===== src/pfbb_pkg.sv =====
`timescale 1ns / 1ps
// ----------------------------------------------------------------------------
// pfbb_pkg
// Shared types and constants of the page framebuffer bitmap blitter.
// ----------------------------------------------------------------------------
package pfbb_pkg;

	localparam int SCREEN_COLUMNS_DEF = 64;
	localparam int SCREEN_PAGES_DEF   = 8;
	localparam int BITMAP_BYTES_DEF   = 64;

	// widths sized for the largest legal parameter values
	localparam int COORD_W = 10;
	localparam int PG_W    = 4;
	localparam int FA_W    = 12;
	localparam int SB_W    = 12;
	localparam int BB_W    = SB_W - 3;
	localparam int QDEPTH  = 2;

	localparam logic [7:0] BYTE_MASK = 8'hff;

	localparam logic [2:0] ACT_CLEAR    = 3'd0;
	localparam logic [2:0] ACT_LOAD     = 3'd1;
	localparam logic [2:0] ACT_DRAW     = 3'd2;
	localparam logic [2:0] ACT_DRAW_ROT = 3'd3;
	localparam logic [2:0] ACT_READ     = 3'd4;

	typedef enum logic [2:0] {
		K_REPLY,
		K_CLEAR,
		K_LOAD,
		K_DRAW,
		K_READ
	} kind_t;

	typedef struct packed {
		kind_t               kind;
		logic                err;
		logic                rot;
		logic                ld_ok;
		logic                rd_ok;
		logic [5:0]          bidx;
		logic [7:0]          bval;
		logic [FA_W-1:0]     faddr;
		logic [COORD_W-1:0]  x0;
		logic [COORD_W-1:0]  x_end;
		logic [COORD_W-1:0]  y0;
		logic [5:0]          h;
		logic [SB_W-1:0]     total;
		logic [PG_W-1:0]     p_first;
		logic [PG_W-1:0]     p_last;
	} cmd_t;

endpackage


===== src/pfbb_fifo.sv =====
`timescale 1ns / 1ps
// ----------------------------------------------------------------------------
// pfbb_fifo
// Short command queue between the front end and the back end.
// ----------------------------------------------------------------------------
module pfbb_fifo (
	input  logic           clk,
	input  logic           arst_n,
	input  logic           push,
	input  pfbb_pkg::cmd_t din,
	input  logic           pop,
	output pfbb_pkg::cmd_t head,
	output logic           full,
	output logic           empty
);

	localparam int PTR_W = $clog2(pfbb_pkg::QDEPTH);

	pfbb_pkg::cmd_t   entry_q [pfbb_pkg::QDEPTH];
	logic [PTR_W-1:0] wptr_q, rptr_q;
	logic [PTR_W:0]   cnt_q;

	assign head  = entry_q[rptr_q];
	assign full  = (cnt_q == (PTR_W + 1)'(pfbb_pkg::QDEPTH));
	assign empty = (cnt_q == '0);

	always_ff @(posedge clk or negedge arst_n) begin
		if (!arst_n) begin
			wptr_q <= '0;
			rptr_q <= '0;
			cnt_q  <= '0;
		end else begin
			if (push) begin
				wptr_q <= (wptr_q == PTR_W'(pfbb_pkg::QDEPTH - 1)) ? '0 : wptr_q + 1'b1;
			end
			if (pop) begin
				rptr_q <= (rptr_q == PTR_W'(pfbb_pkg::QDEPTH - 1)) ? '0 : rptr_q + 1'b1;
			end
			if (push && !pop) begin
				cnt_q <= cnt_q + 1'b1;
			end else if (pop && !push) begin
				cnt_q <= cnt_q - 1'b1;
			end
		end
	end

	always_ff @(posedge clk) begin
		if (push) begin
			entry_q[wptr_q] <= din;
		end
	end

`ifndef NO_ASSERTIONS
	a_push_room: assert property (@(posedge clk) disable iff (!arst_n)
		push |-> !full) else $error("command pushed into a full queue");
	a_pop_data: assert property (@(posedge clk) disable iff (!arst_n)
		pop |-> !empty) else $error("command popped from an empty queue");
	a_first_word: assert property (@(posedge clk) disable iff (!arst_n)
		(push && empty) |=> (head == $past(din)))
		else $error("word pushed into an empty queue is not at its head");
`endif

endmodule


===== config.mk =====
export PLATFORM = sky130hd
export DESIGN_NAME = pfbb_fifo
export DESIGN_NICKNAME = d
export VERILOG_FILES = /design/src/pfbb_pkg.sv /design/src/pfbb_fifo.sv
export SDC_FILE = /design/constraint.sdc
export NUM_CORES = 1
export LEC_CHECK = 0
export BUFFER_PORTS_ARGS = -buffer_cell sky130_fd_sc_hd__buf_2
export CORE_MARGIN = 1
export CORE_UTILIZATION = 45
export DETAILED_ROUTE_END_ITERATION = 8
export GPL_TIMING_DRIVEN = 0
export PLACE_DENSITY = 0.75
export SETUP_SLACK_MARGIN = 0.2
export SYNTH_ARGS = -nofsm -noshare
export SYNTH_HDL_FRONTEND = slang
export SYNTH_SLANG_ARGS = --single-unit

===== constraint.sdc =====
create_clock -name clk -period 11.1 [get_ports clk]
set_input_delay 1.11 -clock clk [delete_from_list [all_inputs] [get_ports clk]]
set_output_delay 1.11 -clock clk [all_outputs]
set_load 0.02 [all_outputs]

==> run metrics <==
FP Rows=44; grt total ovfl=0; initial antenna violation count=0; Max-slew headroom=between 60% and 70%; clock slew at reported path FFs=approximately 0.06 ns; CP peak stage delay=0.35 ns; worst-skew pair later-pin latency=0.42 ns; Final Slew Violations=0; die area=0.01531 sq mm; Slowest-stage cell, CP=mux2_2; PnR worst setup slack=around 8.3 ns; CTS buffer count=17; Data required, critical path=9.99 ns; Worst Max-Slew Pin Slew=approximately 0.5 ns; TritonRoute pass-1 iters=4; H-tree levels=4; post-synthesis mux area share=~15%; ant diodes=0; antenna-violating nets left=0; Reg2Reg Depth=2; first-pass GRT wire length=16.66 mm; r2r startpoint=wptr_q; share of post-route cells with drive strength above 1=roughly 61%; Final Cell Area=between 0.008 and 0.009 sq mm; vias in the first global route=about 3.4k; Clock power frac=about a quarter; Seq pwr share=between 40% and 50%; Final Hold Vio Count=0; Worst Setup Path Type=flip-flop to output port; root buffer cell=clkbuf_16; count of cell types in the netlist=12; worst hold-check path type=input port to asynchronous set/reset pin; Avg WL per Cell=between 15 and 20 um; Worst Clk Skew=~0.0058 ns; simple-gate area share of the yosys netlist=less than 1%; Avg Inst Size Synth=between 20 and 25 sq um; HPWL after DPL=roughly 7.8 mm; Port-buffer cells=183; most frequent cells in the layout=183 x buf_2, 178 x edfxtp_1, 89 x mux2_2, 17 x clkbuf_16, 9 x clkbuf_8; GPL Wtd Cong=0.6517; post-synth top area share=roughly 80%; worst vdd ir=about 0.14 mV; Final Power=2.257 mW; Seq/Total Area, Yosys=a little over 80%; routed vias/inst=approximately 4.8; Core Area=around 0.014 sq mm; Pleak=between 3 and 4 nW; final wirelength=roughly 12 mm; setup TNS=0 ns; compound-cell area share of the yosys netlist=0%; cts repair resizes=0; fill cell count=1110; Ys Warns=0; run status=completed; leading area contributor after synthesis=edfxtp_1; ranking of synthesized cells by area=edfxtp_1 80%, mux2_2 15%, clkbuf_8 1.9%; Cells after Synth=between 200 and 300; largest net degree at the start of global routing=57; I/O pin cnt=~180; Seq cells post-synth=182; Synth Area in Adders=less than 1%; Die Height=about 120 um; min cycle time layout=roughly 2.8 ns; Crit path depth=4; Longest Clk Path Bufs=2; pwr/cell area=266.2 mW/mm^2; Bufs and invs on worst path=3; post-placement cell area=0.007913 sq mm; CP arrival=between 1.5 and 2 ns; CTS tree=built; CP top delay family=buffers and inverters; gr usage total=15.01%; Post-CTS Setup Inserts=0; Area growth syn-to-layout=27.13%; largest family of logic cells by synthesized area=multiplexers; Final Cycle Share=about 25%; Comb power frac=between 30% and 40%; NumNets Final=slightly below 600; Max Fclk=362.5 MHz; CP endpoint kind=output port; clock sinks=182; Hold-fix buffers, CTS=0; Initial Util=46.06%; reg-to-reg endpoint=entry_q[1][26]; hold slack=slightly below 0.5 ns; CP max FO=10; crit start category=flip-flop; internal power=between 1.5 and 2 mW; commonest non-fill, non-tap cell in the layout=buf_2; Via Count=around 3.3k; Reg2Reg Setup Slack=around 9.5 ns; Mapped Nets=around 390; Max Cap Viol=0; DR DRC count=0; Mapped Area=0.006669 sq mm; RSZ-0062 raised after global routing=false; Die Wd=123.7 um; cell breakdown of the critical path=buf_6 -> clkbuf_8 -> mux2_2 -> buf_2; XOR/XNOR share of the synthesized area=0.6567%; Switch Pwr=approximately 0.70 mW; Setup WS pre-CTS=8.637 ns; final setup vio count=0; initial DRC count=roughly 160; Sw Share=31.07%
[final cells by class]
class | count | area (sq um) | share of cell area, %
multi-input combinational | 100 | 1095 | 12.91
buffer | 10 | 135.1 | 1.594
sequential | 182 | 5445 | 64.23
tap | 184 | 230.2 | 2.715
clock inverter | 13 | 132.6 | 1.564
timing repair buffer | 187 | 1003 | 11.84
inverter | 1 | 3.754 | 0.04427
clock buffer | 19 | 432.9 | 5.106
[Yosys cell counts]
cell / count
edfxtp_1: 178
mux2_2: 89
clkbuf_8: 9
dfrtp_1: 4
xor2_1: 4
nor2_1: 2
nor2b_1: 2
and2_1: 1
buf_6: 1
ha_1: 1
inv_1: 1
xnor2_1: 1
[routing by layer]
metal	part of all wire, %	vias up	global-route usage [%]
met5	0	-	0
met2	52	118	25.97
li1	-	1574	-
met1	39	1640	16.37
met3	7.8	8	6.639
met4	0.94	0	4.970
[stage by stage]
step / instances / utilization [%]
after floorplan: 293 / -
after global placement: 660 / 53.98
after detailed placement: 664 / 54.65
after CTS: 696 / 58.56
after global routing: 696 / 58.56
final: 696 / 58.56
[registers in the layout, indices dropped and copies added, names as in the netlist]
signal / flops
entry_q: 178
cnt_q: 2
wptr_q: 1
rptr_q: 1
[cell families (layout without fill, tap and decap cells)]
kind of cell,after synthesis,in the layout
XOR/XNOR,5,5
adder cells (fa/ha/maj),1,1
buffers and inverters,11,230
flip-flops,182,182
multiplexers,89,89
AND/OR/NAND/NOR,5,5
[power groups by stage]
| stage | Clock, mW | Combinational [mW] | Sequential (mW) |
|---|---|---|---|
| floorplan | 0 | 0.516 | 0.963 |
| global placement | 0 | 0.724 | 0.976 |
| detailed placement | 0 | 0.756 | 0.959 |
| CTS | 0.582 | 0.761 | 0.944 |
| global route | 0.609 | 0.798 | 0.954 |
| finish | 0.570 | 0.744 | 0.942 |
[worst max-delay path by stage]
| stage | slack [ns] | to | startpoint |
|---|---|---|---|
| 2_1_floorplan | 5.56 | entry_q[0][0] | push |
| 3_3_place_gp | 3.31 | entry_q[0][6] | push |
| 3_5_place_dp | 8.64 | entry_q[1][25] | push |
| 4_1_cts | 8.29 | head[56] | rptr_q |
| 5_1_grt | 8.27 | head[58] | rptr_q |
| 6_report | 8.34 | head[55] | rptr_q |
Power figures use the tool's default switching activity.
