File: src/pfbb_pkg.sv
`timescale 1ns / 1ps
// ----------------------------------------------------------------------------
// pfbb_pkg
// Shared types and constants of the page framebuffer bitmap blitter.
// ----------------------------------------------------------------------------
package pfbb_pkg;

	localparam int SCREEN_COLUMNS_DEF = 64;
	localparam int SCREEN_PAGES_DEF   = 8;
	localparam int BITMAP_BYTES_DEF   = 64;

	// widths sized for the largest legal parameter values
	localparam int COORD_W = 10;
	localparam int PG_W    = 4;
	localparam int FA_W    = 12;
	localparam int SB_W    = 12;
	localparam int BB_W    = SB_W - 3;
	localparam int QDEPTH  = 2;

	localparam logic [7:0] BYTE_MASK = 8'hff;

	localparam logic [2:0] ACT_CLEAR    = 3'd0;
	localparam logic [2:0] ACT_LOAD     = 3'd1;
	localparam logic [2:0] ACT_DRAW     = 3'd2;
	localparam logic [2:0] ACT_DRAW_ROT = 3'd3;
	localparam logic [2:0] ACT_READ     = 3'd4;

	typedef enum logic [2:0] {
		K_REPLY,
		K_CLEAR,
		K_LOAD,
		K_DRAW,
		K_READ
	} kind_t;

	typedef struct packed {
		kind_t               kind;
		logic                err;
		logic                rot;
		logic                ld_ok;
		logic                rd_ok;
		logic [5:0]          bidx;
		logic [7:0]          bval;
		logic [FA_W-1:0]     faddr;
		logic [COORD_W-1:0]  x0;
		logic [COORD_W-1:0]  x_end;
		logic [COORD_W-1:0]  y0;
		logic [5:0]          h;
		logic [SB_W-1:0]     total;
		logic [PG_W-1:0]     p_first;
		logic [PG_W-1:0]     p_last;
	} cmd_t;

endpackage

File: src/pfbb_front.sv
`timescale 1ns / 1ps
// ----------------------------------------------------------------------------
// pfbb_front
// Takes a command word, checks ranges and sprite size, and works out the
// column and page bounds of a draw for the back end.
// ----------------------------------------------------------------------------
module pfbb_front #(
	parameter int SCREEN_COLUMNS = pfbb_pkg::SCREEN_COLUMNS_DEF,
	parameter int SCREEN_PAGES   = pfbb_pkg::SCREEN_PAGES_DEF,
	parameter int BITMAP_BYTES   = pfbb_pkg::BITMAP_BYTES_DEF
) (
	input  logic             start,
	input  logic             busy,
	input  logic [2:0]       action,
	input  logic [5:0]       byte_index,
	input  logic [7:0]       byte_value,
	input  logic [5:0]       pos_x,
	input  logic [5:0]       pos_y,
	input  logic [5:0]       sprite_width,
	input  logic [5:0]       sprite_height,
	input  logic [2:0]       read_page,
	output logic             push,
	output pfbb_pkg::cmd_t   cmd
);

	localparam int ROWS = SCREEN_PAGES * 8;
	localparam int BITS = BITMAP_BYTES * 8;
	localparam logic [pfbb_pkg::COORD_W-1:0] COLS_C  = pfbb_pkg::COORD_W'(SCREEN_COLUMNS);
	localparam logic [pfbb_pkg::COORD_W-1:0] ROWS_C  = pfbb_pkg::COORD_W'(ROWS);
	localparam logic [pfbb_pkg::SB_W:0]      BITS_C  = (pfbb_pkg::SB_W + 1)'(BITS);
	localparam logic [pfbb_pkg::PG_W:0]      PAGES_C = (pfbb_pkg::PG_W + 1)'(SCREEN_PAGES);
	localparam logic [pfbb_pkg::PG_W-1:0]    PLAST_C = pfbb_pkg::PG_W'(SCREEN_PAGES - 1);
	localparam logic [pfbb_pkg::FA_W-1:0]    COLS_FA = pfbb_pkg::FA_W'(SCREEN_COLUMNS);
	localparam logic [pfbb_pkg::BB_W-1:0]    BYTES_C = pfbb_pkg::BB_W'(BITMAP_BYTES);

	logic [pfbb_pkg::COORD_W-1:0] x0, y0, xw, ylast;
	logic [pfbb_pkg::COORD_W-4:0] plast_raw;
	logic [pfbb_pkg::SB_W-1:0]    total;
	logic [pfbb_pkg::PG_W-1:0]    p_first, p_last;
	logic [pfbb_pkg::FA_W-1:0]    pbase0, rd_addr;
	logic                         empty_draw, too_big;

	assign push = start && !busy;

	always_comb begin
		x0 = pfbb_pkg::COORD_W'(pos_x);
		y0 = pfbb_pkg::COORD_W'(pos_y);
		total = pfbb_pkg::SB_W'(sprite_width) * pfbb_pkg::SB_W'(sprite_height);
		too_big = {1'b0, total} > BITS_C;
		empty_draw = (sprite_width == '0) || (sprite_height == '0) ||
			(x0 >= COLS_C) || (y0 >= ROWS_C);
		xw = x0 + pfbb_pkg::COORD_W'(sprite_width);
		// last pixel row of the sprite, meaningful only for a non-empty draw
		ylast = y0 + pfbb_pkg::COORD_W'(sprite_height) - pfbb_pkg::COORD_W'(1);
		plast_raw = ylast[pfbb_pkg::COORD_W-1:3];
		p_first = pfbb_pkg::PG_W'(pos_y[5:3]);
		p_last = (plast_raw > pfbb_pkg::COORD_W'(PLAST_C)) ? PLAST_C :
			pfbb_pkg::PG_W'(plast_raw);
		pbase0 = pfbb_pkg::FA_W'(p_first) * COLS_FA;
		rd_addr = pfbb_pkg::FA_W'(read_page) * COLS_FA + pfbb_pkg::FA_W'(pos_x);

		cmd = '0;
		cmd.bidx = byte_index;
		cmd.bval = byte_value;
		cmd.ld_ok = pfbb_pkg::BB_W'(byte_index) < BYTES_C;
		cmd.rd_ok = (x0 < COLS_C) && ((pfbb_pkg::PG_W + 1)'(read_page) < PAGES_C);
		cmd.x0 = x0;
		cmd.x_end = (xw < COLS_C) ? xw : COLS_C;
		cmd.y0 = y0;
		cmd.h = sprite_height;
		cmd.total = total;
		cmd.p_first = p_first;
		cmd.p_last = p_last;
		cmd.rot = (action == pfbb_pkg::ACT_DRAW_ROT);
		cmd.faddr = pbase0;
		unique case (action) inside
			pfbb_pkg::ACT_CLEAR: begin
				cmd.kind = pfbb_pkg::K_CLEAR;
			end
			pfbb_pkg::ACT_LOAD: begin
				cmd.kind = pfbb_pkg::K_LOAD;
			end
			pfbb_pkg::ACT_DRAW, pfbb_pkg::ACT_DRAW_ROT: begin
				// size check wins over an empty or off-screen sprite
				cmd.err = too_big;
				cmd.kind = (too_big || empty_draw) ? pfbb_pkg::K_REPLY : pfbb_pkg::K_DRAW;
			end
			pfbb_pkg::ACT_READ: begin
				cmd.kind = pfbb_pkg::K_READ;
				cmd.faddr = rd_addr;
			end
			default: begin
				cmd.kind = pfbb_pkg::K_REPLY;
			end
		endcase
	end

endmodule

File: config.mk
export PLATFORM = sky130hd
export DESIGN_NAME = pfbb_front
export DESIGN_NICKNAME = d
export VERILOG_FILES = /design/src/pfbb_pkg.sv /design/src/pfbb_front.sv
export SDC_FILE = /design/constraint.sdc
export NUM_CORES = 1
export LEC_CHECK = 0
export BUFFER_PORTS_ARGS = -buffer_cell sky130_fd_sc_hd__buf_2
export CAP_MARGIN = 5
export CORE_MARGIN = 1.5
export CORE_UTILIZATION = 46
export DETAILED_ROUTE_END_ITERATION = 8
export PLACE_DENSITY = 0.91
export SLEW_MARGIN = 20
export SYNTH_ARGS = -nofsm -noshare
export SYNTH_HDL_FRONTEND = slang
export SYNTH_SLANG_ARGS = --single-unit
File: constraint.sdc
create_clock -name vclk -period 4.9
set_input_delay 0.49 -clock vclk [all_inputs]
set_output_delay 0.49 -clock vclk [all_outputs]
set_load 0.02 [all_outputs]
==> results.sh <==
export IMPL_vias=1916
export IMPL_synth_cell_types=35
export IMPL_violations="DRC"
export IMPL_port_buffers=90
export IMPL_rsz0062_at_grt="false"
export IMPL_arrival_ps=4170
export IMPL_syn_area_um2=2170
export IMPL_p_leak_uw=0.00142
export IMPL_slew_viol_final=0
export IMPL_antenna_found_initial=0
export IMPL_place_area_um2=2350
export IMPL_post_route_util_pct=53.1
export IMPL_initial_utilization_pct=48.9
export IMPL_period_minus_slack_ps=4660
export IMPL_place_gp_congestion=0.792
export IMPL_fin_tns_setup_ps=0
export IMPL_drive_above_1_share_pct=28.8
export IMPL_yosysSeqAreaShare_pct=0
export IMPL_worstSetupPathType="input pin to output port"
export IMPL_crit_chain="buf_2, nand2_1, fa_1, fa_1, fa_1, inv_1, ha_1, a21o_1, a31o_1, a21oi_2, xnor2_1, o41ai_4, a32o_2, buf_2"
export IMPL_crit_path_frequent_cell="fa_1"
export IMPL_synth_simple_area_share_pct=19.2
export IMPL_finalWirelength_um=4920
export IMPL_end_kind="output port"
export IMPL_overflow=0
export IMPL_std_cell_rows=24
export IMPL_min_path_type="input pin to output port"
export IMPL_relSlewSlack_pct=54.1
export IMPL_clock_fmax_mhz=215
export IMPL_ys_warn_count=0
export IMPL_setup_violations=0
export IMPL_area_growth_pct=8.64
export IMPL_synth_xor_area_share_pct=4.84
export IMPL_synth_fa_ha_area_share_pct=36.8
export IMPL_worstSetupEndpoint="cmd[87]"
export IMPL_clockBufferCount=0
export IMPL_startpoint="sprite_width[1]"
export IMPL_design_seq_count=0
export IMPL_viasPerCell=4.93
export IMPL_final_area_um2=2360
export IMPL_dieArea_um2=5140
export IMPL_grt_max_degree=14
export IMPL_synth_top_area_cell="ha_1"
export IMPL_power_density_nw_per_um2=240
export IMPL_fin_cells=389
export IMPL_nNetsFinal=438
export IMPL_coreArea_um2=4440
export IMPL_vdd_drop_max_uv=114
export IMPL_die_h_um=71.7
export IMPL_synthCells=285
export IMPL_drtPass1Iterations=8
export IMPL_regArea_um2=0
export IMPL_whs_ps=980
export IMPL_hpwl_um=4270
export IMPL_cp_max_fo=9
export IMPL_grt_pass1_wl_um=8050
export IMPL_grt_pass1_vias=1792
export IMPL_grt_usage_pct=18.7
export IMPL_min_period_over_period_pct=95.1
export IMPL_drc=1
export IMPL_synth_mux_area_share_pct=0.461
export IMPL_io_pins=136
export IMPL_fillers=442
export IMPL_syn_avg_cell_area_um2=7.62
export IMPL_tightest_slew_ps=685
export IMPL_synth_area_leaders="ha_1 20%, buf_4 18%, fa_1 17%"
export IMPL_post_cts_buffers=0
export IMPL_first_iter_violations=60
export IMPL_hold_viol_final=0
export IMPL_synth_top_family_by_area="adder cells"
export IMPL_critPathMaxStageDelay_ps=550
export IMPL_synth_top_cell_area_share_pct=20.2
export IMPL_final_cell_mix="90 x buf_2, 43 x inv_1, 35 x ha_1"
export IMPL_required_ps=4410
export IMPL_final_common_cell="buf_2"
export IMPL_wire_per_inst_um=12.6
export IMPL_die_w_um=71.7
export IMPL_drv_cap=0
export IMPL_dp_cells=389
export IMPL_crit_path_start_kind="input pin"
export IMPL_drtAntennaViolNets=0
export IMPL_slowest_stage="fa_1"
export IMPL_antenna_cells=0
export IMPL_outcome="finished with violations"
export IMPL_synth_compound_area_share_pct=12.3
==> cell type report <==
type                       count  area, µm²  area share, %
multi-input combinational    203       1680           71.0
timing repair buffer          91        458           19.4
inverter                      43        161           6.84
tap                           52       65.1           2.76
==> repair_timing <==
action                                 in CTS  in global routing
resized for setup                           0                  1
setup endpoints to repair                   0                  3
hold buffers                                0                  0
endpoints found under the hold margin       0                  0
==> cell usage after synthesis, types with 2 or more instances <==
cell       n
xor2_1     5
buf_4     53
nor2b_1    4
a21oi_1   10
or4_1      2
o21ai_0    2
xnor2_1    7
and2_1    27
clkbuf_1   2
ha_1      35
o21ai_1    6
a31oi_1    3
inv_1     43
a21o_1     5
nand2b_1   4
nor3_1     5
a32o_2     2
nand2_1   20
fa_1      18
conb_1     2
o21bai_1   2
nor2_1    15
==> metrics by stage <==
step,power (µW),setup slack (ps)
after floorplan,447,408
after global placement,543,241
after detailed placement,562,153
after CTS,565,147
after global routing,622,37.1
final,567,241
==> worst max-delay path: cells and delay by family <==
family          cells  cell delay, ps
buf+inv             3             400
xor+xnor            1             120
simple gates        1             100
compound gates      5            1110
fa+ha+maj           4            1940
==> how the worst min path moves through the flow <==
stage	cells past startpoint	slack, ps	start	end
2_1_floorplan	1	1060	busy	push
4_1_cts	0	980	byte_value[1]	cmd[69]
5_1_grt	0	980	byte_value[5]	cmd[73]
3_5_place_dp	0	980	byte_value[1]	cmd[69]
3_3_place_gp	0	980	byte_value[1]	cmd[69]
6_report	0	980	byte_value[5]	cmd[73]
==> cells by family after synthesis <==
kind of cell | after synthesis
AO/OA/AOI/OAI | 38
XOR/XNOR | 12
adder cells (fa/ha/maj) | 53
buffers and inverters | 98
multiplexers | 1
other | 2
AND/OR/NAND/NOR | 81
==> power by group <==
group          switching [µW]  leakage [µW]  internal (µW)
Clock                       0             0              0
Sequential                  0             0              0
Combinational             361       0.00142            206
==> per-layer routing <==
layer  up-vias  wire [µm]  global-route usage, %
met4         0         38                   1.89
met1       865       2170                   24.6
met2        87       2430                   35.2
met5         -          0                      0
met3         6        281                  0.703
li1        958          -                      -
No activity file was read; power rests on OpenSTA's default activity.
