### config.mk
export PLATFORM = sky130hd
export DESIGN_NAME = pfbb_back
export DESIGN_NICKNAME = d
export VERILOG_FILES = /design/src/pfbb_pkg.sv /design/src/pfbb_back.sv
export SDC_FILE = /design/constraint.sdc
export NUM_CORES = 2
export LEC_CHECK = 0
export BUFFER_PORTS_ARGS = -buffer_cell sky130_fd_sc_hd__buf_2
export CORE_ASPECT_RATIO = 0.5
export CORE_MARGIN = 2
export CORE_UTILIZATION = 35
export DETAILED_ROUTE_END_ITERATION = 6
export PLACE_DENSITY = 0.49
export SLEW_MARGIN = 20
export SYNTH_ARGS = -nofsm -noshare
export SYNTH_HDL_FRONTEND = slang
export SYNTH_MEMORY_MAX_BITS = 65536
export SYNTH_SLANG_ARGS = --single-unit
### constraint.sdc
create_clock -name clk -period 34.1 [get_ports clk]
set_input_delay 1.705 -clock clk [delete_from_list [all_inputs] [get_ports clk]]
set_output_delay 1.705 -clock clk [all_outputs]
set_load 0.02 [all_outputs]
### src/pfbb_pkg.sv
`timescale 1ns / 1ps
// ----------------------------------------------------------------------------
// pfbb_pkg
// Shared types and constants of the page framebuffer bitmap blitter.
// ----------------------------------------------------------------------------
package pfbb_pkg;

	localparam int SCREEN_COLUMNS_DEF = 64;
	localparam int SCREEN_PAGES_DEF   = 8;
	localparam int BITMAP_BYTES_DEF   = 64;

	// widths sized for the largest legal parameter values
	localparam int COORD_W = 10;
	localparam int PG_W    = 4;
	localparam int FA_W    = 12;
	localparam int SB_W    = 12;
	localparam int BB_W    = SB_W - 3;
	localparam int QDEPTH  = 2;

	localparam logic [7:0] BYTE_MASK = 8'hff;

	localparam logic [2:0] ACT_CLEAR    = 3'd0;
	localparam logic [2:0] ACT_LOAD     = 3'd1;
	localparam logic [2:0] ACT_DRAW     = 3'd2;
	localparam logic [2:0] ACT_DRAW_ROT = 3'd3;
	localparam logic [2:0] ACT_READ     = 3'd4;

	typedef enum logic [2:0] {
		K_REPLY,
		K_CLEAR,
		K_LOAD,
		K_DRAW,
		K_READ
	} kind_t;

	typedef struct packed {
		kind_t               kind;
		logic                err;
		logic                rot;
		logic                ld_ok;
		logic                rd_ok;
		logic [5:0]          bidx;
		logic [7:0]          bval;
		logic [FA_W-1:0]     faddr;
		logic [COORD_W-1:0]  x0;
		logic [COORD_W-1:0]  x_end;
		logic [COORD_W-1:0]  y0;
		logic [5:0]          h;
		logic [SB_W-1:0]     total;
		logic [PG_W-1:0]     p_first;
		logic [PG_W-1:0]     p_last;
	} cmd_t;

endpackage

### src/pfbb_back.sv
`timescale 1ns / 1ps
// ----------------------------------------------------------------------------
// pfbb_back
// Executes queued commands against the framebuffer and bitmap memories and
// produces one result word per command.
// ----------------------------------------------------------------------------
module pfbb_back #(
	parameter int SCREEN_COLUMNS = pfbb_pkg::SCREEN_COLUMNS_DEF,
	parameter int SCREEN_PAGES   = pfbb_pkg::SCREEN_PAGES_DEF,
	parameter int BITMAP_BYTES   = pfbb_pkg::BITMAP_BYTES_DEF
) (
	input  logic           clk,
	input  logic           arst_n,
	input  logic           empty,
	input  pfbb_pkg::cmd_t head,
	output logic           pop,
	output logic           init_busy,
	output logic           done,
	output logic [7:0]     read_data,
	output logic           size_error
);

	localparam int FRAME_BYTES = SCREEN_COLUMNS * SCREEN_PAGES;
	localparam int FAW         = $clog2(FRAME_BYTES);
	localparam int ROWS        = SCREEN_PAGES * 8;
	localparam int BANK_DEPTH  = (BITMAP_BYTES + 1) / 2;
	localparam int BKA_W       = $clog2(BANK_DEPTH);
	localparam logic [pfbb_pkg::FA_W-1:0]    COLS_FA = pfbb_pkg::FA_W'(SCREEN_COLUMNS);
	localparam logic [pfbb_pkg::COORD_W-1:0] ROWS_C  = pfbb_pkg::COORD_W'(ROWS);
	localparam logic [pfbb_pkg::BB_W-1:0]    BYTES_C = pfbb_pkg::BB_W'(BITMAP_BYTES);
	localparam logic [FAW-1:0]               CLR_LAST = FAW'(FRAME_BYTES - 1);

	typedef enum logic [2:0] {
		S_INIT,
		S_IDLE,
		S_CLEAR,
		S_DRAW,
		S_DRAIN,
		S_READ
	} state_t;

	function automatic logic [7:0] rev8(input logic [7:0] v);
		logic [7:0] r;
		for (int i = 0; i < 8; i++) begin
			r[i] = v[7 - i];
		end
		return r;
	endfunction

	state_t         state_q;
	logic [FAW-1:0] clr_q;
	logic           done_q, size_error_q;
	logic [7:0]     read_data_q;
	pfbb_pkg::cmd_t cmd_q;

	// draw walker: columns outer, pages inner
	logic [pfbb_pkg::COORD_W-1:0] x_q;
	logic [pfbb_pkg::PG_W-1:0]    p_q;
	logic [pfbb_pkg::FA_W-1:0]    pbase_q;
	logic [pfbb_pkg::SB_W-1:0]    colbase_q;

	// read stage of the draw pipeline
	logic           valid_s1, hi_ok_s1, lo_odd_s1;
	logic [FAW-1:0] faddr_s1;
	logic [2:0]     sh_s1, yoff_s1;
	logic [3:0]     n_s1;

	// memories
	logic [7:0]       frame_mem [FRAME_BYTES];
	logic [7:0]       ev_mem [BANK_DEPTH];
	logic [7:0]       od_mem [BANK_DEPTH];
	logic [7:0]       fr_rdata_q, ev_rdata_q, od_rdata_q;
	logic             fr_we, ev_we, od_we;
	logic [FAW-1:0]   fr_waddr, fr_raddr;
	logic [7:0]       fr_wdata;
	logic [BKA_W-1:0] bk_waddr, ev_raddr, od_raddr;

	// walker address math
	logic [pfbb_pkg::COORD_W-1:0] row_top, row_end, y_hi, ylo, yend, ndiff;
	logic [pfbb_pkg::SB_W-1:0]    r_lo, s_idx, l_idx;
	logic [pfbb_pkg::BB_W-1:0]    b_idx, b_next, ev_full, od_full, ld_full;
	logic [pfbb_pkg::FA_W-1:0]    it_faddr;
	logic [3:0]                   n_cur;
	logic                         last_pg, it_last, hi_ok;

	// merge stage
	logic [7:0]  lo_b, hi_b, nmask, pix, new_byte;
	logic [15:0] win;

	always_comb begin
		row_top = pfbb_pkg::COORD_W'({p_q, 3'b000});
		row_end = row_top + pfbb_pkg::COORD_W'(8);
		y_hi = cmd_q.y0 + pfbb_pkg::COORD_W'(cmd_q.h);
		ylo = (cmd_q.y0 > row_top) ? cmd_q.y0 : row_top;
		yend = y_hi;
		if (row_end < yend) begin
			yend = row_end;
		end
		if (ROWS_C < yend) begin
			yend = ROWS_C;
		end
		ndiff = yend - ylo;
		n_cur = ndiff[3:0];
		r_lo = pfbb_pkg::SB_W'(ylo - cmd_q.y0);
		s_idx = colbase_q + r_lo;
		// rotated: the page slice reads the mirrored run of stream bits
		l_idx = cmd_q.rot ? (cmd_q.total - s_idx - pfbb_pkg::SB_W'(n_cur)) : s_idx;
		b_idx = l_idx[pfbb_pkg::SB_W-1:3];
		b_next = b_idx + 1'b1;
		hi_ok = b_next < BYTES_C;
		// even bank holds bytes 0,2,4..; odd bank 1,3,5..
		ev_full = b_next >> 1;
		od_full = b_idx >> 1;
		it_faddr = pbase_q + pfbb_pkg::FA_W'(x_q);
		last_pg = (p_q == cmd_q.p_last);
		it_last = last_pg && ((x_q + 1'b1) == cmd_q.x_end);
	end

	always_comb begin
		lo_b = lo_odd_s1 ? od_rdata_q : ev_rdata_q;
		hi_b = hi_ok_s1 ? (lo_odd_s1 ? ev_rdata_q : od_rdata_q) : 8'h00;
		win = {hi_b, lo_b} >> sh_s1;
		nmask = pfbb_pkg::BYTE_MASK >> (4'd8 - n_s1);
		pix = win[7:0] & nmask;
		if (cmd_q.rot) begin
			pix = rev8(pix) >> (4'd8 - n_s1);
		end
		new_byte = fr_rdata_q | (pix << yoff_s1);
	end

	assign pop = (state_q == S_IDLE) && !empty;
	assign init_busy = (state_q == S_INIT);
	assign ld_full = pfbb_pkg::BB_W'(head.bidx[5:1]);

	always_comb begin
		fr_we = 1'b0;
		fr_waddr = faddr_s1;
		fr_wdata = new_byte;
		if (state_q == S_INIT || state_q == S_CLEAR) begin
			fr_we = 1'b1;
			fr_waddr = clr_q;
			fr_wdata = 8'h00;
		end else if (valid_s1) begin
			fr_we = 1'b1;
		end
		fr_raddr = (state_q == S_IDLE) ? head.faddr[FAW-1:0] : it_faddr[FAW-1:0];
		ev_we = pop && (head.kind == pfbb_pkg::K_LOAD) && head.ld_ok && !head.bidx[0];
		od_we = pop && (head.kind == pfbb_pkg::K_LOAD) && head.ld_ok && head.bidx[0];
		bk_waddr = ld_full[BKA_W-1:0];
		ev_raddr = ev_full[BKA_W-1:0];
		od_raddr = od_full[BKA_W-1:0];
	end

	always_ff @(posedge clk) begin
		if (fr_we) begin
			frame_mem[fr_waddr] <= fr_wdata;
		end
		fr_rdata_q <= frame_mem[fr_raddr];
	end

	always_ff @(posedge clk) begin
		if (ev_we) begin
			ev_mem[bk_waddr] <= head.bval;
		end
		ev_rdata_q <= ev_mem[ev_raddr];
	end

	always_ff @(posedge clk) begin
		if (od_we) begin
			od_mem[bk_waddr] <= head.bval;
		end
		od_rdata_q <= od_mem[od_raddr];
	end

	// walker and pipeline payload
	always_ff @(posedge clk) begin
		faddr_s1  <= it_faddr[FAW-1:0];
		sh_s1     <= l_idx[2:0];
		yoff_s1   <= ylo[2:0];
		n_s1      <= n_cur;
		hi_ok_s1  <= hi_ok;
		lo_odd_s1 <= b_idx[0];
		if (pop) begin
			cmd_q     <= head;
			x_q       <= head.x0;
			p_q       <= head.p_first;
			pbase_q   <= head.faddr;
			colbase_q <= '0;
		end else if (state_q == S_DRAW) begin
			if (last_pg) begin
				x_q       <= x_q + 1'b1;
				p_q       <= cmd_q.p_first;
				pbase_q   <= cmd_q.faddr;
				colbase_q <= colbase_q + pfbb_pkg::SB_W'(cmd_q.h);
			end else begin
				p_q     <= p_q + 1'b1;
				pbase_q <= pbase_q + COLS_FA;
			end
		end
	end

	always_ff @(posedge clk or negedge arst_n) begin
		if (!arst_n) begin
			state_q      <= S_INIT;
			clr_q        <= '0;
			valid_s1     <= 1'b0;
			done_q       <= 1'b0;
			read_data_q  <= 8'h00;
			size_error_q <= 1'b0;
		end else begin
			done_q       <= 1'b0;
			read_data_q  <= 8'h00;
			size_error_q <= 1'b0;
			valid_s1     <= (state_q == S_DRAW);
			unique case (state_q)
				S_INIT: begin
					clr_q <= clr_q + 1'b1;
					if (clr_q == CLR_LAST) begin
						clr_q   <= '0;
						state_q <= S_IDLE;
					end
				end
				S_IDLE: begin
					if (!empty) begin
						unique case (head.kind)
							pfbb_pkg::K_CLEAR: begin
								clr_q   <= '0;
								state_q <= S_CLEAR;
							end
							pfbb_pkg::K_DRAW: begin
								state_q <= S_DRAW;
							end
							pfbb_pkg::K_READ: begin
								state_q <= S_READ;
							end
							default: begin
								done_q       <= 1'b1;
								size_error_q <= head.err;
							end
						endcase
					end
				end
				S_CLEAR: begin
					clr_q <= clr_q + 1'b1;
					if (clr_q == CLR_LAST) begin
						clr_q   <= '0;
						done_q  <= 1'b1;
						state_q <= S_IDLE;
					end
				end
				S_DRAW: begin
					if (it_last) begin
						state_q <= S_DRAIN;
					end
				end
				S_DRAIN: begin
					done_q  <= 1'b1;
					state_q <= S_IDLE;
				end
				S_READ: begin
					done_q      <= 1'b1;
					read_data_q <= cmd_q.rd_ok ? fr_rdata_q : 8'h00;
					state_q     <= S_IDLE;
				end
				default: begin
					state_q <= S_IDLE;
				end
			endcase
		end
	end

	assign done       = done_q;
	assign read_data  = read_data_q;
	assign size_error = size_error_q;

`ifndef NO_ASSERTIONS
	a_err_with_done: assert property (@(posedge clk) disable iff (!arst_n)
		size_error |-> done) else $error("size error raised without a result");
	a_data_with_done: assert property (@(posedge clk) disable iff (!arst_n)
		(read_data != 8'h00) |-> done) else $error("read data shown without a result");
	a_no_pop_pending: assert property (@(posedge clk) disable iff (!arst_n)
		pop |-> !valid_s1) else $error("command taken while a draw write is pending");
	a_drain_reply: assert property (@(posedge clk) disable iff (!arst_n)
		(state_q == S_DRAIN) |=> done) else $error("draw finished without a result");
`endif

endmodule

==> impl_results.md <==
- DRC violations left: 0
- Number of placement rows: 192
- Main flop type after synthesis: sky130_fd_sc_hd__edfxtp_1
- RD Place Congestion: 0.8227
- Delay contributed by the slowest stage of the critical path: 760 ps
- Drt first pass iters: 6
- Instance count after placement with tap cells included: about 19000
- Ranking of synthesized cells by area: sky130_fd_sc_hd__edfxtp_1 73%, sky130_fd_sc_hd__mux4_2 6.8%, sky130_fd_sc_hd__nand2_1 4.9%, sky130_fd_sc_hd__nand3_1 3.1%, sky130_fd_sc_hd__nor2_1 1.5%
- CP Data Required Time: 35000 ps
- Fraction of post-synthesis cell area in the top cell type by area: 73.20%
- Vertical extent of the die: 528.2 um
- Post-detail-place hpwl: 353900 um
- Filler cell count: 50620
- Total internal power: 9.051 mW
- Sequential cell area fraction in the yosys report: between 70% and 80%
- Yosys warnings: 0
- Number of global-route vias before repair: around 110k
- Switching portion of total power: 20.21%
- Number of antenna violations at the first check in global routing: 47
- Combinational share of power: less than 1%
- Clk_skew: 96.48 ps
- Residual antenna-violating net count after detailed routing: 0
- Die width: 1052 um
- Clock tree from TritonCTS: yes
- Pin count of the biggest net entering global routing: 180
- Area grow syn2layout: 11.94%
- Slew Limit Headroom: 12.16%
- Cell area power density: 52.69 nW/um^2
- Final Total Pwr: 11.34 mW
- Port Buffer Count: 100
- Floorplan die area: 555800 sq um
- Leakage component of the power: 62.38 nW
- Clock network latency to the later pin of the worst-skew pair: 1100 ps
- Critical Path Slowest Stage Cell: sky130_fd_sc_hd__ha_4
- Share of cells above drive strength 1: around an eighth
- Period utilization: 27.95%
- Kind of capture point of the worst setup path: register
- Unrepaired setup endpoints after global routing: false
- Max-slew violation count: 0
- CTS H-tree lvls: 5
- Area taken by multi-input logic gates: 46390 sq um
- Maximum clock insertion buffer count: 4
- Clock input transition at the sequential cells of the worst setup and hold paths: 70 ps
- Setup violations, final: 0
- I/O pin count: around 100
- Drt via density: 5.542
- Setup total negative slack: 0 ps
- GRT Overall Usage: 20.85%
- Peak fanout along the critical path: 38
- Count of different cell masters after synthesis: 102
- Aggregate global routing overflow: 0
- Result of the run: finished, final reports clean
- Startpoint type of the worst setup path: register
- Setup CP Type: register to register
- Async set-reset flop share out of synthesis: 0.4824%
- Final setup margin: 24570 ps
- Max Clk Rate: approximately 100 MHz
- Area taken by flip-flops and latches: 142500 sq um
- Synthesized area: 192300 sq um
- Nets: about 13000
- Sequential group share of total power: 55.9%
- Number of flip-flops and latches in the synthesized netlist: 4768
- Count of hold buffers inserted by post-cts repair: 0
- Net switching component of the power: 2.292 mW
- Worst IR Drop VDD: 0.00004839 V
- Post-synthesis cell count: 12570
- Number of nets produced by synthesis: 12750
- Kind of path behind the tightest hold check: register to register
- Worst hold slack: 502.7 ps
- Slew at the pin closest to its max-slew limit: 1318 ps
- Clock share of power: 43.9%
- Number of buffers inserted to repair setup after CTS: 0
- Area of the core: roughly 550000 sq um
- Setup slack at placement: between 20000 and 25000 ps
- Top cell by count, worst path: sky130_fd_sc_hd__ha_1
- Initial standard-cell utilization of the core: 35.14%
- Number of flops mapped to enable cells by yosys: 4688
- DRC violation total after the first TritonRoute iteration: 13050
- Post-cts resize count: 0
- CTS sink cnt: 4768
- Arrival time of the worst setup path: 10430 ps
- Post-DR wirelength/cell: a little under 30 um
- Root buffer cell: sky130_fd_sc_hd__clkbuf_16
- Avg Cell Area, Syn: 15.30 sq um
- Total clock buffers created by CTS: around 450
- Dominant cell type by area after synthesis: sky130_fd_sc_hd__edfxtp_1
- DRT Wirelength: a little under 600000 um
- Via count: 112400
- Wire length of the first global-routing pass: 837700 um
- Count of endpoints failing hold in the final timing report: 0
- Count of non-filler cells in the finished layout: between 20000 and 25000
- Count of max-cap constraint violations: 0
- Final critical-path required period: between 9000 and 10000 ps
==> power by group through the flow <==
stage,sequential (mW),combinational (mW),clock (mW)
6_report,6.34,0.0205,4.98
5_1_grt,6.34,0.0226,5.27
4_1_cts,6.34,0.0212,5.05
3_5_place_dp,6.47,0.0212,0
3_3_place_gp,6.47,0.0202,0
2_1_floorplan,6.47,0.00181,0
==> final timing paths <==
kind	startpoint	end	slack, ps	cells past startpoint
max	cmd_q[26]$_DFFE_PP_	ev_rdata_q[2]$_DFF_P_	24570	35
min	fr_rdata_q[6]$_DFF_P_	read_data[6]$_DFF_PN0_	500	1
max reg2reg	cmd_q[26]$_DFFE_PP_	ev_rdata_q[2]$_DFF_P_	24570	35
min reg2reg	fr_rdata_q[6]$_DFF_P_	read_data[6]$_DFF_PN0_	500	1
max in group asynchronous	arst_n	clr_q[6]$_DFFE_PN0P_	33010	1
min in group asynchronous	arst_n	size_error$_DFF_PN0_	690	1
==> state kept, by name, indices dropped and copies added (netlist names) <==
register    flops
fr_rdata_q      8
colbase_q      12
state_q         3
cmd_q          57
p_q             4
done            1
hi_ok_s1        1
valid_s1        1
pbase_q         9
clr_q           9
n_s1            4
read_data       8
x_q            10
size_error      1
lo_odd_s1       1
od_mem        256
ev_mem        256
od_rdata_q      8
faddr_s1        9
sh_s1           3
frame_mem    4096
ev_rdata_q      8
yoff_s1         3
==> worst max-delay path: cells and delay by family, from the launching register on <==
kind	cells	cell delay [ps]
xor+xnor	4	990
buf+inv	5	1710
compound gates	10	1520
simple gates	7	1040
mux	2	870
flops	1	420
fa+ha+maj	7	2780
==> per-layer routing <==
layer / track usage, % / part of all wire (%)
met3: 3.358 / 7.7
met5: 0 / 0.011
met4: 5.343 / 2.6
met2: 33.03 / 46
met1: 30.09 / 44
==> area by class of cell <==
type,instances,share of cell area [%]
inverters,79,0.1383
diodes,13,0.01511
clock buffers,555,5.499
repair buffers,376,1.326
multi-input cells,6948,21.54
well taps,7275,4.228
flip-flops and latches,4768,66.18
clock inverters,262,1.064
==> cell families after synthesis <==
family / count (synthesis) / synth area share [%]
compound gates: 997 / 3.643
mux: 820 / 8.072
buf+inv: 854 / 2.110
simple gates: 4967 / 11.12
fa+ha+maj: 87 / 0.6011
xor+xnor: 77 / 0.3617
flops: 4768 / 74.09
==> Yosys cell counts (all sizes together) (18+ instances only) <==
cell / instances
edfxtp: 4688
nand2: 2522
nand3: 1206
nor2: 776
mux4: 580
buf: 474
clkbuf: 301
mux2i: 216
a21oi: 186
a31oi: 160
and3: 144
o21ai: 99
a22oi: 90
a311oi: 80
a32oi: 80
nor3: 79
ha: 78
inv: 77
nand4: 73
dfxtp: 57
o22ai: 47
nor4: 44
xnor2: 40
a211oi: 36
xor2: 36
and2: 26
a22o: 25
mux2: 24
a21o: 23
dfrtp: 23
a221oi: 22
or3: 21
a41oi: 18
==> layout by cell type, fill, tap and decap left out, types with 21 or more instances in the layout <==
cell / count
sky130_fd_sc_hd__edfxtp_1: 4688
sky130_fd_sc_hd__nand2_1: 2498
sky130_fd_sc_hd__nand3_1: 1203
sky130_fd_sc_hd__nor2_1: 740
sky130_fd_sc_hd__mux4_2: 580
sky130_fd_sc_hd__clkbuf_16: 454
sky130_fd_sc_hd__buf_4: 257
sky130_fd_sc_hd__mux2i_1: 211
sky130_fd_sc_hd__a21oi_1: 181
sky130_fd_sc_hd__a31oi_1: 160
sky130_fd_sc_hd__and3_1: 144
sky130_fd_sc_hd__clkinv_1: 120
sky130_fd_sc_hd__buf_2: 97
sky130_fd_sc_hd__o21ai_0: 92
sky130_fd_sc_hd__clkbuf_1: 91
sky130_fd_sc_hd__a22oi_1: 89
sky130_fd_sc_hd__clkinv_2: 81
sky130_fd_sc_hd__a32oi_1: 80
sky130_fd_sc_hd__a311oi_1: 78
sky130_fd_sc_hd__inv_1: 77
sky130_fd_sc_hd__ha_1: 77
sky130_fd_sc_hd__nor3_1: 73
sky130_fd_sc_hd__nand4_1: 73
sky130_fd_sc_hd__dfxtp_1: 55
sky130_fd_sc_hd__o22ai_1: 47
sky130_fd_sc_hd__xnor2_1: 39
sky130_fd_sc_hd__xor2_1: 35
sky130_fd_sc_hd__bufinv_16: 32
sky130_fd_sc_hd__a211oi_1: 31
sky130_fd_sc_hd__nor4_1: 31
sky130_fd_sc_hd__and2_1: 23
sky130_fd_sc_hd__a22o_1: 23
sky130_fd_sc_hd__dfrtp_1: 23
sky130_fd_sc_hd__mux2_2: 22
sky130_fd_sc_hd__a221oi_1: 22
sky130_fd_sc_hd__buf_12: 22
sky130_fd_sc_hd__or3_1: 21
sky130_fd_sc_hd__nor2_2: 21
==> metrics by stage <==
step	utilization, %	area, sq um
final	39.34	215300
after global routing	39.34	215300
after CTS	39.33	215200
after detailed placement	36.75	201100
after global placement	36.75	201100
after floorplan	-	192300
Power figures use the tool's default switching activity.
